==> src/hw/rtl/vus_pkg.sv <==
`timescale 1ns / 1ps
// ----------------------------------------------------------------------------
// vus_pkg
// Types and constants shared by the utterance segmenter modules.
// ----------------------------------------------------------------------------
package vus_pkg;

    localparam int unsigned CNT_W  = 8;
    localparam int unsigned ADDR_W = 5;
    localparam int unsigned DATA_W = 32;

    localparam logic [2:0] REG_START_CONFIRM  = 3'd0;
    localparam logic [2:0] REG_SPEECH_FLUSH   = 3'd1;
    localparam logic [2:0] REG_EARLY_SILENCE  = 3'd2;
    localparam logic [2:0] REG_SILENCE_FLUSH  = 3'd3;
    localparam logic [2:0] REG_END_SILENCE    = 3'd4;

    localparam logic [CNT_W-1:0] RST_START_CONFIRM = 8'd3;
    localparam logic [CNT_W-1:0] RST_SPEECH_FLUSH  = 8'd10;
    localparam logic [CNT_W-1:0] RST_EARLY_SILENCE = 8'd3;
    localparam logic [CNT_W-1:0] RST_SILENCE_FLUSH = 8'd3;
    localparam logic [CNT_W-1:0] RST_END_SILENCE   = 8'd20;

    localparam logic OP_FRAME = 1'b0;
    localparam logic OP_RESET = 1'b1;

    typedef struct packed {
        logic [CNT_W-1:0] start_confirm_frames;
        logic [CNT_W-1:0] speech_flush_period;
        logic [CNT_W-1:0] early_silence_limit;
        logic [CNT_W-1:0] silence_flush_period;
        logic [CNT_W-1:0] end_silence_frames;
    } cfg_t;

    typedef struct packed {
        logic op;
        logic full_frame;
        logic speech;
        logic asr_busy;
    } item_t;

    typedef struct packed {
        logic start_utterance;
        logic append_frame;
        logic interim_request;
        logic final_request;
        logic speaking;
    } result_t;

endpackage

==> src/hw/rtl/vus_cfg_regs.sv <==
`timescale 1ns / 1ps
// ----------------------------------------------------------------------------
// vus_cfg_regs
// APB register file holding the five segmenter thresholds.
// ----------------------------------------------------------------------------
module vus_cfg_regs (
    input  logic                              clk,
    input  logic                              rst_n,
    input  logic                              psel,
    input  logic                              penable,
    input  logic                              pwrite,
    input  logic [vus_pkg::ADDR_W-1:0]        paddr,
    input  logic [vus_pkg::DATA_W-1:0]        pwdata,
    output logic [vus_pkg::DATA_W-1:0]        prdata,
    output logic                              pready,
    output vus_pkg::cfg_t                     cfg
);

    vus_pkg::cfg_t cfg_reg;
    logic [2:0]    reg_idx;
    logic          wr_en;
    logic [7:0]    rd_byte;

    assign pready  = 1'b1;
    assign reg_idx = paddr[4:2];
    assign wr_en   = psel & penable & pwrite;
    assign cfg     = cfg_reg;

    always_ff @(posedge clk or negedge rst_n)
    begin
        if (!rst_n)
        begin
            cfg_reg.start_confirm_frames <= vus_pkg::RST_START_CONFIRM;
            cfg_reg.speech_flush_period  <= vus_pkg::RST_SPEECH_FLUSH;
            cfg_reg.early_silence_limit  <= vus_pkg::RST_EARLY_SILENCE;
            cfg_reg.silence_flush_period <= vus_pkg::RST_SILENCE_FLUSH;
            cfg_reg.end_silence_frames   <= vus_pkg::RST_END_SILENCE;
        end
        else if (wr_en)
        begin
            case (reg_idx)
                vus_pkg::REG_START_CONFIRM: cfg_reg.start_confirm_frames <= pwdata[7:0];
                vus_pkg::REG_SPEECH_FLUSH:  cfg_reg.speech_flush_period  <= pwdata[7:0];
                vus_pkg::REG_EARLY_SILENCE: cfg_reg.early_silence_limit  <= pwdata[7:0];
                vus_pkg::REG_SILENCE_FLUSH: cfg_reg.silence_flush_period <= pwdata[7:0];
                vus_pkg::REG_END_SILENCE:   cfg_reg.end_silence_frames   <= pwdata[7:0];
                default:                    ;
            endcase
        end
    end

    always_comb
    begin
        case (reg_idx)
            vus_pkg::REG_START_CONFIRM: rd_byte = cfg_reg.start_confirm_frames;
            vus_pkg::REG_SPEECH_FLUSH:  rd_byte = cfg_reg.speech_flush_period;
            vus_pkg::REG_EARLY_SILENCE: rd_byte = cfg_reg.early_silence_limit;
            vus_pkg::REG_SILENCE_FLUSH: rd_byte = cfg_reg.silence_flush_period;
            vus_pkg::REG_END_SILENCE:   rd_byte = cfg_reg.end_silence_frames;
            default:                    rd_byte = 8'd0;
        endcase
    end

    assign prdata = {24'd0, rd_byte};

endmodule

==> src/hw/rtl/vus_step.sv <==
`timescale 1ns / 1ps
// ----------------------------------------------------------------------------
// vus_step
// Segmenter state registers and the per-frame decision logic.
// ----------------------------------------------------------------------------
module vus_step (
    input  logic             clk,
    input  logic             rst_n,
    input  logic             en,
    input  vus_pkg::item_t   item,
    input  vus_pkg::cfg_t    cfg,
    output vus_pkg::result_t res
);

    logic                      in_speech_reg;
    logic [vus_pkg::CNT_W-1:0] confirm_reg;
    logic [vus_pkg::CNT_W-1:0] silence_reg;
    logic [vus_pkg::CNT_W-1:0] flush_reg;

    logic                      in_speech_next;
    logic [vus_pkg::CNT_W-1:0] confirm_next;
    logic [vus_pkg::CNT_W-1:0] silence_next;
    logic [vus_pkg::CNT_W-1:0] flush_next;

    function automatic logic [vus_pkg::CNT_W-1:0] sat_inc(input logic [vus_pkg::CNT_W-1:0] v);
        return (&v) ? v : v + 1'b1;
    endfunction

    always_comb
    begin
        in_speech_next = in_speech_reg;
        confirm_next   = confirm_reg;
        silence_next   = silence_reg;
        flush_next     = flush_reg;
        res            = '0;

        if (item.op == vus_pkg::OP_RESET)
        begin
            in_speech_next = 1'b0;
            confirm_next   = '0;
            silence_next   = '0;
            flush_next     = '0;
        end
        else if (item.full_frame)
        begin
            if (!in_speech_reg)
            begin
                if (item.speech)
                begin
                    confirm_next = sat_inc(confirm_reg);
                    if (confirm_next >= cfg.start_confirm_frames)
                    begin
                        res.start_utterance = 1'b1;
                        in_speech_next      = 1'b1;
                        silence_next        = '0;
                        flush_next          = '0;
                    end
                end
                else
                begin
                    confirm_next = '0;
                end
            end
            else
            begin
                res.append_frame = 1'b1;
                flush_next       = sat_inc(flush_reg);
                if (item.speech)
                begin
                    silence_next = '0;
                    if (flush_next >= cfg.speech_flush_period && !item.asr_busy)
                    begin
                        flush_next          = '0;
                        res.interim_request = 1'b1;
                    end
                end
                else
                begin
                    silence_next = sat_inc(silence_reg);
                    if (silence_next <= cfg.early_silence_limit &&
                        flush_next >= cfg.silence_flush_period && !item.asr_busy)
                    begin
                        flush_next          = '0;
                        res.interim_request = 1'b1;
                    end
                    // end of utterance
                    if (silence_next >= cfg.end_silence_frames)
                    begin
                        in_speech_next    = 1'b0;
                        confirm_next      = '0;
                        silence_next      = '0;
                        flush_next        = '0;
                        res.final_request = 1'b1;
                    end
                end
            end
        end

        res.speaking = in_speech_next;
    end

    always_ff @(posedge clk or negedge rst_n)
    begin
        if (!rst_n)
        begin
            in_speech_reg <= 1'b0;
            confirm_reg   <= '0;
            silence_reg   <= '0;
            flush_reg     <= '0;
        end
        else if (en)
        begin
            in_speech_reg <= in_speech_next;
            confirm_reg   <= confirm_next;
            silence_reg   <= silence_next;
            flush_reg     <= flush_next;
        end
    end

endmodule

==> src/hw/rtl/vad_utterance_segmenter_core.sv <==
`timescale 1ns / 1ps
// ----------------------------------------------------------------------------
// vad_utterance_segmenter_core
// Frame-by-frame utterance segmenter driven by voice-activity decisions.
// ----------------------------------------------------------------------------
// Usage:
//   Input channel (in_valid / in_stall) carries one frame event or a
//   segmenter reset command per transaction. Output channel (out_valid /
//   out_stall) returns exactly one result transaction per input transaction,
//   in order.
//   Path: an accepted item passes the input register, then the result
//   register, before out_valid rises; out_stall can hold it between the
//   two. Throughput: 1 transaction per cycle while out_stall is low, set by
//   the combinational decision logic between the two registers.
//   Stall: when out_stall holds a pending result, one more item is taken
//   into the input register; in_stall then rises until the result drains.
//   Reset (rst_n low): pipeline emptied, segmenter idle, counters zero,
//   thresholds back to 3 / 10 / 3 / 3 / 20.
//   Thresholds are written over APB at byte address 4*index. The user must
//   write them only while no transaction is in flight; the block has no check.
// ----------------------------------------------------------------------------
module vad_utterance_segmenter_core (
    input  logic                       clk,
    input  logic                       rst_n,
    input  logic                       psel,
    input  logic                       penable,
    input  logic                       pwrite,
    input  logic [vus_pkg::ADDR_W-1:0] paddr,
    input  logic [vus_pkg::DATA_W-1:0] pwdata,
    output logic [vus_pkg::DATA_W-1:0] prdata,
    output logic                       pready,
    input  logic                       in_valid,
    output logic                       in_stall,
    input  logic                       op,
    input  logic                       full_frame,
    input  logic                       speech,
    input  logic                       asr_busy,
    output logic                       out_valid,
    input  logic                       out_stall,
    output logic                       start_utterance,
    output logic                       append_frame,
    output logic                       interim_request,
    output logic                       final_request,
    output logic                       speaking
);

    vus_pkg::cfg_t    cfg;
    vus_pkg::item_t   item_reg;
    vus_pkg::result_t res;
    vus_pkg::result_t res_reg;

    logic s1_valid_reg;
    logic s1_valid_next;
    logic out_valid_reg;
    logic out_valid_next;
    logic s1_adv;
    logic in_accept;
    logic step_en;

    vus_cfg_regs u_cfg (
        .clk     (clk),
        .rst_n   (rst_n),
        .psel    (psel),
        .penable (penable),
        .pwrite  (pwrite),
        .paddr   (paddr),
        .pwdata  (pwdata),
        .prdata  (prdata),
        .pready  (pready),
        .cfg     (cfg)
    );

    vus_step u_step (
        .clk   (clk),
        .rst_n (rst_n),
        .en    (step_en),
        .item  (item_reg),
        .cfg   (cfg),
        .res   (res)
    );

    assign s1_adv    = ~out_valid_reg | ~out_stall;
    assign in_stall  = s1_valid_reg & ~s1_adv;
    assign in_accept = in_valid & ~in_stall;
    assign step_en   = s1_valid_reg & s1_adv;

    assign s1_valid_next  = in_accept ? 1'b1 : (s1_adv ? 1'b0 : s1_valid_reg);
    assign out_valid_next = s1_adv ? s1_valid_reg : out_valid_reg;

    always_ff @(posedge clk or negedge rst_n)
    begin
        if (!rst_n)
        begin
            s1_valid_reg  <= 1'b0;
            out_valid_reg <= 1'b0;
        end
        else
        begin
            s1_valid_reg  <= s1_valid_next;
            out_valid_reg <= out_valid_next;
        end
    end

    always_ff @(posedge clk)
    begin
        if (in_accept)
        begin
            item_reg.op         <= op;
            item_reg.full_frame <= full_frame;
            item_reg.speech     <= speech;
            item_reg.asr_busy   <= asr_busy;
        end
        if (step_en)
        begin
            res_reg <= res;
        end
    end

    assign out_valid       = out_valid_reg;
    assign start_utterance = res_reg.start_utterance;
    assign append_frame    = res_reg.append_frame;
    assign interim_request = res_reg.interim_request;
    assign final_request   = res_reg.final_request;
    assign speaking        = res_reg.speaking;

endmodule

==> config.mk <==
export PLATFORM = sky130hd
export DESIGN_NAME = vad_utterance_segmenter_core
export DESIGN_NICKNAME = d
export VERILOG_FILES = /design/src/hw/rtl/vus_pkg.sv /design/src/hw/rtl/vus_cfg_regs.sv /design/src/hw/rtl/vus_step.sv /design/src/hw/rtl/vad_utterance_segmenter_core.sv
export SDC_FILE = /design/constraint.sdc
export NUM_CORES = 1
export LEC_CHECK = 0
export BUFFER_PORTS_ARGS = -buffer_cell sky130_fd_sc_hd__buf_2
export CAP_MARGIN = 20
export CORE_ASPECT_RATIO = 1.5
export CORE_UTILIZATION = 55
export CTS_BUF_LIST = sky130_fd_sc_hd__clkbuf_4 sky130_fd_sc_hd__clkbuf_8 sky130_fd_sc_hd__clkbuf_16
export CTS_CLUSTER_DIAMETER = 100
export DETAILED_ROUTE_END_ITERATION = 10
export PLACE_DENSITY = 0.79
export SYNTH_ARGS = -nofsm -noshare
export SYNTH_HDL_FRONTEND = slang
export SYNTH_SLANG_ARGS = --single-unit
==> constraint.sdc <==
create_clock -name clk -period 4.59 [get_ports clk]
set_input_delay 0.459 -clock clk [delete_from_list [all_inputs] [get_ports clk]]
set_output_delay 0.459 -clock clk [all_outputs]
set_load 0.1 [all_outputs]
==> run_results.csv, run 1 <==
group,metric,value,unit
drt,avgViaCountPerCell,5.98,
power_and_ir_drop,netSwitchingFraction,36.1,%
cells_and_area,n_antenna_cell,0,
logic_synthesis,synth_cell_types,64,
power_and_ir_drop,seqPwrFrac,38.2,%
logic_synthesis,synth_warnings,0,
placement,pre_cts_ws,1.07,ns
logic_synthesis,syn_area,5020,um2
cells_and_area,largest_reg_flops,40,
clock_network,cts_hold_buf,0,
logic_synthesis,synth_cells,542,
logic_synthesis,synth_seq_cells,76,
cells_and_area,syn_to_final_growth,9.91,%
placement,place.gp.congestion,0.922,
clock_network,cts-buffers-inserted,9,
worst_hold_path,hold_class,"input port to flop",
floorplanning,die_w,80.0,um
cells_and_area,seq_area,1960,um2
logic_synthesis,ys_seq_area_share,39.0,%
logic_synthesis,synth_edf_count,9,
global_route,grt_pass1_vias,4005,
drt,postRouteAntennaNets,0,
power_and_ir_drop,ir_drop,0.000328,V
sta,rsz0062_at_grt,"false",
critical_path,slowest_delay,0.77,ns
global_route,antenna_found_initial,0,
cells_and_area,multi_input_comb_area,2730,um2
placement,portBuffers,36,
drt,drc,0,
cells_and_area,final.fill_count,763,
clock_network,clk_latency,0.34,ns
global_route,grt_start_max_net_pins,68,
logic_synthesis,synth_flop_cell,"dfrtp_1",
cells_and_area,nNetsFinal,665,
placement,dp_hpwl,8870,um
floorplanning,io_pins,88,
sta,skew,0.00789,ns
power_and_ir_drop,power.density,415,nW/um2
clock_network,cts_root_buf,"clkbuf_16",
drt,dr_total_vias,4117,
floorplanning,start_util,56.9,%
cells_and_area,drive_gt1_share,15.9,%
sta,setup_ws,0.969,ns
critical_path,crit_slowest_cell,"a31oi_1",
drt,drt_first_pass_iters,5,
critical_path,worstPathRequired,4.81,ns
critical_path,critPathMaxFanout,11,
critical_path,cp.arrival,3.84,ns
clock_network,clock-sinks,76,
outcome,status,"finished clean",
drt,wl_per_cell,17.2,um
clock_network,post_cts_resized,0,
sta,slew_headroom,37.3,%
global_route,grt.overflow.total,0,
critical_path,worst_setup_path_start_kind,"flop",
critical_path,end_kind,"flop",
power_and_ir_drop,p_int,1.46,mW
sta,whs,0.296,ns
sta,slew_violations,0,
floorplanning,rows,42,
floorplanning,fp.dieArea,9530,um2
clock_network,clockBufferDepth,2,
drt,dr.first_iter.drc_count,385,
floorplanning,core_area,8830,um2
placement,placed_cell_area,5200,um2
global_route,grtUsageTotal,26.8,%
sta,setup_viol,0,
run,cap_violations,0,
clock_network,clk_pin_slew,0.06,ns
critical_path,worstPathCellList,"nand4_1 > nor2_1 > nand3_1 > nand2_1 > o21ai_0 > ha_1 > nand2_1 > o21ai_1 > nand3_1 > a41o_1 > a31oi_1 > o21ai_1 > a22o_1",
power_and_ir_drop,clockPowerShare,32.3,%
sta,period_minus_slack,3.62,ns
drt,drt-total-wl,11900,um
global_route,grt_pass1_wl,19100,um
power_and_ir_drop,switchingPower,0.827,mW
logic_synthesis,avgSynthCellArea,9.27,um2
power_and_ir_drop,power_frac_comb,29.5,%
power_and_ir_drop,power,2.29,mW
clock_network,postCtsSetupRepairBufs,0,
power_and_ir_drop,p_leak,2.63,nW
sta,fin_crit_sh,78.9,%
sta,fin_setup_tns,0,ns
cells_and_area,stdcell_area,5520,um2
sta,max_freq,0.276,GHz
logic_synthesis,ys_async_sr_fraction,88.2,%
clock_network,htreeDepth,3,
critical_path,criticalPathCategory,"flop to flop",
clock_network,tritoncts,"built",
floorplanning,fp.dieH,119,um
sta,worst_pin_slew,0.937,ns
sta,finalHoldViolCount,0,
==> path summary, 6_finish.rpt <==
path	startpoint	end	slack (ns)	depth (start not counted)
max in group asynchronous	rst_n	u_cfg.cfg[21]	3.70	2
setup reg to reg	u_step.confirm_reg[3]	u_step.flush_reg[0]	0.97	13
setup / recovery	u_step.confirm_reg[3]	u_step.flush_reg[0]	0.97	13
hold / removal	asr_busy	item_reg[0]	0.30	1
hold reg to reg	s1_valid_reg	out_valid	0.50	1
min in group asynchronous	rst_n	s1_valid_reg	0.31	2
==> final cells by class <==
| class | count | area share, % |
|---|---|---|
| Clock buffer | 13 | 4.96 |
| Sequential cell | 76 | 35.5 |
| Multi-Input combinational cell | 401 | 49.5 |
| Clock inverter | 3 | 0.793 |
| Timing Repair Buffer | 38 | 3.54 |
| Tap cell | 110 | 2.49 |
| Inverter | 48 | 3.26 |
==> routing by layer <==
metal / GRT usage, % / part of all wire (%) / vias up
met5: 0 / 0 / -
met4: 16.0 / 4.7 / 0
met3: 4.83 / 4.9 / 41
met2: 47.1 / 53 / 161
met1: 29.3 / 38 / 1969
li1: - / - / 1946
==> cells in the mapped netlist, types with 5 or more instances <==
master	instances	share of area, %
o21a_1	7	1.0
and2_1	5	0.62
mux2_1	10	2.2
mux2i_1	6	1.2
clkbuf_1	13	0.97
ha_1	43	11
nand3_1	20	2.0
o21ai_0	28	2.8
xor2_1	6	1.0
o21ai_1	14	1.4
a22oi_1	14	2.1
o22ai_1	8	1.0
a21oi_1	20	2.0
dfstp_2	10	5.2
nor2_1	38	2.8
and3_1	5	0.62
nor3_1	5	0.50
nor2b_1	7	0.87
mux2_2	16	3.6
inv_1	47	3.5
a211oi_1	5	0.75
dfrtp_1	57	28
edfxtp_1	9	5.4
nand2_1	62	4.6
buf_4	25	3.7
a22o_1	6	1.0
==> worst max-delay path, delay by kind of cell (launching register included) <==
kind	cells	cell delay (ns)
AO/OA/AOI/OAI	6	1.81
AND/OR/NAND/NOR	6	0.92
flip-flops	1	0.46
adder cells (fa/ha/maj)	1	0.30
==> cell families (layout without fill, tap and decap cells) <==
family / Yosys count / count (layout) / share of synthesized area (%)
other: 2 / 25 / 0.149
buffers and inverters: 88 / 102 / 8.47
adders and majority gates: 43 / 43 / 10.7
xor gates and xnor gates: 10 / 10 / 1.74
and+or+nand+nor: 162 / 162 / 15.2
AOI/OAI and AO/OA: 128 / 128 / 17.3
muxes: 33 / 33 / 7.47
DFF: 76 / 76 / 39.0
==> power groups by stage <==
stage / combinational, mW / sequential, mW / clock (mW)
2_1_floorplan: 0.519 / 0.891 / 0
3_3_place_gp: 0.645 / 0.879 / 0
3_5_place_dp: 0.668 / 0.884 / 0
4_1_cts: 0.675 / 0.873 / 0.749
5_1_grt: 0.734 / 0.887 / 0.776
6_report: 0.676 / 0.874 / 0.740
==> placed cells by master, fill, tap and decap left out, drive strengths merged, types with 7 or more instances in the layout <==
cell type,instances
clkbuf,13
inv,48
o21a,7
a21oi,20
nor2b,7
nand2,62
edfxtp,9
buf,38
dfstp,10
nor2,39
o21ai,43
mux2,26
ha,43
nand3,20
conb,25
a22oi,14
dfrtp,57
o22ai,8
==> stage by stage <==
stage / instances / util [%]
floorplan: 565 / -
finish: 689 / 62.5
detailed placement: 673 / 58.9
CTS: 689 / 62.5
global route: 689 / 62.5
global placement: 673 / 58.9
(Power assumes the default switching activity.)
==> run 2, diff against run 1 <==
--- a/config.mk
+++ b/config.mk
@@ -8,11 +8,11 @@
 export BUFFER_PORTS_ARGS = -buffer_cell sky130_fd_sc_hd__buf_2
 export CAP_MARGIN = 20
 export CORE_ASPECT_RATIO = 1.5
-export CORE_UTILIZATION = 55
+export CORE_UTILIZATION = 51
 export CTS_BUF_LIST = sky130_fd_sc_hd__clkbuf_4 sky130_fd_sc_hd__clkbuf_8 sky130_fd_sc_hd__clkbuf_16
 export CTS_CLUSTER_DIAMETER = 100
 export DETAILED_ROUTE_END_ITERATION = 10
-export PLACE_DENSITY = 0.79
+export PLACE_DENSITY = 0.77
 export SYNTH_ARGS = -nofsm -noshare
 export SYNTH_HDL_FRONTEND = slang
 export SYNTH_SLANG_ARGS = --single-unit
==> constraint.sdc (replaced) <==
create_clock -name clk -period 3.3 [get_ports clk]
set_input_delay 0.33 -clock clk [delete_from_list [all_inputs] [get_ports clk]]
set_output_delay 0.33 -clock clk [all_outputs]
set_load 0.1 [all_outputs]
==> run_results.csv, run 2 (synthesis results as in run 1) <==
group,metric,value,unit
outcome,status,"finished, violations left",
outcome,violations,"DRC",
clock_network,htreeDepth,3,
sta,slew_violations,0,
cells_and_area,final_common_cell,"nand2_1",
drt,drt_first_pass_iters,8,
drt,dr.first_iter.drc_count,453,
placement,placed_cell_area,5440,um2
floorplanning,fp.dieArea,10300,um2
clock_network,cts_root_buf,"clkbuf_16",
sta,period_minus_slack,3.22,ns
cells_and_area,stdcell_area,5930,um2
placement,dp_hpwl,9290,um
global_route,antenna_found_initial,0,
power_and_ir_drop,ir_drop,0.000423,V
power_and_ir_drop,p_leak,2.81,nW
drt,wl_per_cell,17.1,um
drt,avgViaCountPerCell,5.81,
critical_path,rr_worst_depth,12,
clock_network,tritoncts,"built",
cells_and_area,syn_to_final_growth,18.0,%
cells_and_area,drive_gt1_share,24.6,%
sta,finalHoldViolCount,0,
global_route,grtUsageTotal,25.0,%
floorplanning,start_util,52.1,%
global_route,grt.overflow.total,0,
floorplanning,fp.dieH,124,um
critical_path,cp.arrival,3.45,ns
global_route,grt_pass1_vias,4227,
sta,setup_ws,0.0762,ns
placement,pre_cts_ws,-0.184,ns
power_and_ir_drop,power,3.29,mW
placement,portBuffers,36,
cells_and_area,nNetsFinal,699,
clock_network,clock-sinks,76,
cells_and_area,final.fill_count,773,
global_route,grt_pass1_wl,19600,um
critical_path,worstPathCellList,"ha_1 > a31oi_1 > and3_2 > xor2_2 > ha_1 > a211oi_1 > nor2_1 > o31a_1 > a211o_1 > o211ai_2 > nor2_2 > a221o_1",
run,cap_violations,0,
clock_network,cts-buffers-inserted,9,
drt,dr_total_vias,4231,
floorplanning,core_area,9630,um2
sta,skew,0.00407,ns
floorplanning,die_w,83.0,um
drt,drt-total-wl,12500,um
worst_hold_path,hold_class,"input port to async pin",
critical_path,timing.rr.start,"u_step.silence_reg[0]",
critical_path,r2r_slack,0.08,ns
sta,max_freq,0.310,GHz
sta,fin_setup_tns,0,ns
placement,place.gp.congestion,0.920,
critical_path,r2r_end,"u_step.flush_reg[3]",
sta,worst_pin_slew,0.914,ns
critical_path,criticalPathCategory,"flop to flop",
cells_and_area,fin_cells,728,
cells_and_area,n_antenna_cell,0,
critical_path,worst_setup_path_start_kind,"flop",
critical_path,worstPathRequired,3.52,ns
critical_path,cpMostUsedCell,"ha_1",
placement,dp_cells,708,
clock_network,clk_latency,0.34,ns
drt,drc,1,
sta,slew_headroom,38.9,%
power_and_ir_drop,power.density,555,nW/um2
sta,fin_crit_sh,97.7,%
critical_path,end_kind,"flop",
sta,rsz0062_at_grt,"true",
floorplanning,io_pins,88,
drt,postRouteAntennaNets,0,
cells_and_area,mostFrequentLayoutCells,"61 x nand2_1, 55 x dfrtp_1, 47 x inv_1, 41 x ha_1, 36 x buf_2",
critical_path,crit_slowest_cell,"dfrtp_2",
critical_path,critPathMaxFanout,4,
critical_path,slowest_delay,0.44,ns
cells_and_area,largest_reg_flops,40,
clock_network,clockBufferDepth,2,
global_route,grt_start_max_net_pins,38,
clock_network,clk_pin_slew,0.06,ns
floorplanning,rows,44,
sta,setup_viol,0,
run 2: changes by cell type in the layout (fill, tap and decap cells not counted), sizes merged:
| cell | change |
|---|---|
| buf | +34 |
| clkbuf | -1 |
| clkinv | +1 |
run 2: worst max-delay path by stage:
stage                                startpoint                    end  depth (start not counted)
after global placement      u_step.flush_reg[0]    u_step.flush_reg[2]                         15
final                     u_step.silence_reg[0]    u_step.flush_reg[3]                         12
after detailed placement    u_step.flush_reg[0]    u_step.flush_reg[4]                         15
after CTS                   u_step.flush_reg[0]    u_step.flush_reg[2]                         15
after floorplan           u_step.silence_reg[3]  u_step.confirm_reg[2]                         12
after global routing      u_step.silence_reg[0]    u_step.flush_reg[3]                         12
run 2: critical path: cells and delay by family, from the launching register on:
family / cells / cell delay [ns]
flip-flops: 1 / 0.44
AND/OR/NAND/NOR: 3 / 0.44
AO/OA/AOI/OAI: 6 / 1.46
XOR/XNOR: 1 / 0.22
adder cells (fa/ha/maj): 2 / 0.54
run 2: area by class of cell:
class	count	area (um2)	area share, %
Sequential cell	76	1960	33.1
Timing Repair Buffer	72	454	7.66
Inverter	48	180	3.04
Clock buffer	12	254	4.29
Clock inverter	4	48.8	0.823
Multi-Input combinational cell	401	2880	48.7
Tap cell	115	144	2.43
run 2: repair_timing:
| action | 4_1_cts | 5_1_grt |
|---|---|---|
| hold buffers | 0 | 0 |
| cloned | 0 | 0 |
| buffers inserted | 0 | 4 |
| gates resized for setup | 3 | 33 |
| endpoints found under the setup margin | 10 | 21 |
| pin swaps | 0 | 10 |
run 2: per-layer routing:
| metal | wire [um] | GRT usage [%] | share of wire, % | vias up |
|---|---|---|---|---|
| li1 | - | - | - | 1997 |
| met1 | 4540 | 25.3 | 36 | 2024 |
| met2 | 6560 | 46.1 | 53 | 157 |
| met3 | 528 | 3.47 | 4.2 | 53 |
| met4 | 830 | 19.7 | 6.7 | 0 |
| met5 | 0 | 0 | 0 | - |
run 2: where the power goes:
group / leakage [nW] / total [mW] / internal [mW] / switching (mW)
clock network: 0.153 / 1.01 / 0.622 / 0.384
logic: 1.74 / 1.07 / 0.355 / 0.713
registers: 0.916 / 1.22 / 1.11 / 0.112
run 2: metrics by stage:
step | utilization [%] | hold slack (ns)
final | 61.5 | 0.0755
after global routing | 61.5 | 0.152
after CTS | 59.6 | 0.109
after detailed placement | 56.4 | 0.476
after global placement | 56.4 | 0.465
after floorplan | - | 0.0344
==> run 3, diff against run 2 <==
--- a/config.mk
+++ b/config.mk
@@ -12,7 +12,8 @@
 export CTS_BUF_LIST = sky130_fd_sc_hd__clkbuf_4 sky130_fd_sc_hd__clkbuf_8 sky130_fd_sc_hd__clkbuf_16
 export CTS_CLUSTER_DIAMETER = 100
 export DETAILED_ROUTE_END_ITERATION = 10
-export PLACE_DENSITY = 0.77
+export PLACE_DENSITY_LB_ADDON = 0.05
 export SYNTH_ARGS = -nofsm -noshare
 export SYNTH_HDL_FRONTEND = slang
 export SYNTH_SLANG_ARGS = --single-unit
+export TNS_END_PERCENT = 1
==> run_results.csv, run 3 (synthesis results as in run 1) <==
group,metric,value,unit
outcome,status,"finished clean",
critical_path,r2r_slack,0.14,ns
critical_path,worstPathRequired,3.52,ns
cells_and_area,largest_reg_flops,40,
run,cap_violations,0,
floorplanning,rows,44,
global_route,met2_usage,48.2,%
cells_and_area,multi_input_comb_area,2880,um2
critical_path,crit_slowest_cell,"dfrtp_1",
clock_network,tritoncts,"built",
cells_and_area,fin_cells,729,
cells_and_area,mostFrequentLayoutCells,"60 x nand2_1, 57 x dfrtp_1, 47 x inv_1, 41 x ha_1, 36 x buf_2",
sta,max_freq,0.316,GHz
cells_and_area,final.fill_count,831,
cells_and_area,nNetsFinal,700,
floorplanning,core_area,9630,um2
critical_path,cp.arrival,3.38,ns
floorplanning,die_w,83.0,um
power_and_ir_drop,power,3.37,mW
drt,drt-total-wl,12700,um
drt,postRouteAntennaNets,0,
floorplanning,fp.dieArea,10300,um2
critical_path,end_kind,"flop",
sta,skew,0.00496,ns
clock_network,clk_pin_slew,0.06,ns
cells_and_area,final_common_cell,"nand2_1",
sta,slew_headroom,48.1,%
floorplanning,fp.dieH,124,um
cells_and_area,syn_to_final_growth,19.3,%
placement,portBuffers,36,
critical_path,slowest_delay,0.38,ns
global_route,antenna_found_initial,0,
clock_network,clk_latency,0.34,ns
critical_path,timing.rr.start,"u_step.flush_reg[0]",
sta,fin_crit_sh,95.8,%
critical_path,criticalPathCategory,"flop to flop",
cells_and_area,n_antenna_cell,0,
sta,finalHoldViolCount,0,
power_and_ir_drop,p_leak,2.85,nW
critical_path,crit_buf_inv,1,
clock_network,clock-sinks,76,
global_route,grtUsageTotal,26.1,%
placement,place.gp.congestion,0.899,
power_and_ir_drop,power.density,562,nW/um2
drt,drt_first_pass_iters,5,
cells_and_area,stdcell_area,5990,um2
global_route,grt_pass1_wl,20400,um
clock_network,cts_hold_buf,0,
clock_network,clockBufferDepth,2,
drt,avgViaCountPerCell,5.70,
cells_and_area,drive_gt1_share,24.3,%
global_route,grt_pass1_vias,4141,
floorplanning,start_util,52.1,%
critical_path,critical-path-top-delay-family,"compound AO/OA/AOI/OAI gates",
critical_path,critPathMaxFanout,4,
global_route,grt.busiest_layer,"met2",
placement,placed_cell_area,5450,um2
critical_path,worst_setup_path_start_kind,"flop",
drt,dr.first_iter.drc_count,244,
sta,period_minus_slack,3.16,ns
drt,wl_per_cell,17.5,um
clock_network,cts_root_buf,"clkbuf_16",
drt,dr_total_vias,4155,
global_route,use_met3,3.54,%
global_route,grtUsageMet1,28.9,%
drt,drc,0,
sta,worst_pin_slew,0.778,ns
floorplanning,io_pins,88,
global_route,grt.overflow.total,0,
clock_network,cts-buffers-inserted,9,
placement,dp_cells,708,
critical_path,worstPathCellList,"buf_4 > nand3_1 > nor2_2 > nand3_1 > mux2_2 > ha_1 > nand2_1 > or3_1 > o32a_1 > a211o_1 > o211ai_2 > nor2_2 > a221o_1",
global_route,grt_start_max_net_pins,36,
sta,slew_violations,0,
clock_network,htreeDepth,3,
critical_path,r2r_end,"u_step.flush_reg[3]",
sta,setup_viol,0,
critical_path,rr_worst_depth,13,
cells_and_area,seq_area,1960,um2
power_and_ir_drop,ir_drop,0.000487,V
worst_hold_path,hold_class,"input port to async pin",
placement,dp_hpwl,9590,um
sta,whs,0.0678,ns
## run 3: cell type report
class | count | area share [%]
clock buffers | 13 | 5.05
clock inverters | 3 | 0.772
inverters | 48 | 3.01
multi-input cells | 401 | 48.1
flip-flops and latches | 76 | 32.7
well taps | 115 | 2.40
repair buffers | 73 | 7.97
## run 3: worst max-delay path by stage
| stage | from | endpoint | cells after the start |
|---|---|---|---|
| finish | u_step.flush_reg[0] | u_step.flush_reg[3] | 13 |
| global route | u_step.flush_reg[0] | u_step.flush_reg[2] | 14 |
| CTS | u_step.silence_reg[4] | u_step.confirm_reg[2] | 13 |
| detailed placement | u_step.flush_reg[0] | u_step.flush_reg[2] | 14 |
| global placement | u_step.flush_reg[0] | u_step.flush_reg[2] | 14 |
| floorplan | u_step.silence_reg[3] | u_step.confirm_reg[2] | 12 |
## run 3: worst reg2reg max path: cells and delay by family, from the launching register on
family,cells,cell delay (ns)
muxes,1,0.38
AOI/OAI and AO/OA,4,1.03
adders and majority gates,1,0.30
DFF,1,0.38
and+or+nand+nor,6,0.80
buffers and inverters,1,0.16
## run 3: stage by stage
stage	setup TNS (ns)	utilization, %	setup slack (ns)
2_1_floorplan	0	-	0.173
3_3_place_gp	-0.0123	56.5	-0.0123
3_5_place_dp	-0.210	56.5	-0.0969
4_1_cts	0	60.3	0.00355
5_1_grt	-0.0170	62.2	-0.0161
6_report	0	62.2	0.139
## run 3: repair_timing
action,in CTS,in global routing
pin swaps,0,8
setup endpoints to repair,11,18
resized for setup,4,30
buffers inserted,0,5
## run 3: routing by layer
| metal | vias up | share of wire (%) |
|---|---|---|
| li1 | 2008 | - |
| met1 | 2002 | 40 |
| met2 | 112 | 53 |
| met3 | 33 | 2.7 |
| met4 | 0 | 4.5 |
| met5 | - | 0 |
## run 3: where the power goes
part           switching [mW]  total, mW  internal, mW  leakage (nW)
clock                   0.396       1.12         0.722         0.169
combinational           0.706       1.04         0.338          1.76
sequential              0.101       1.21          1.10         0.920
total                    1.20       3.37          2.16          2.85
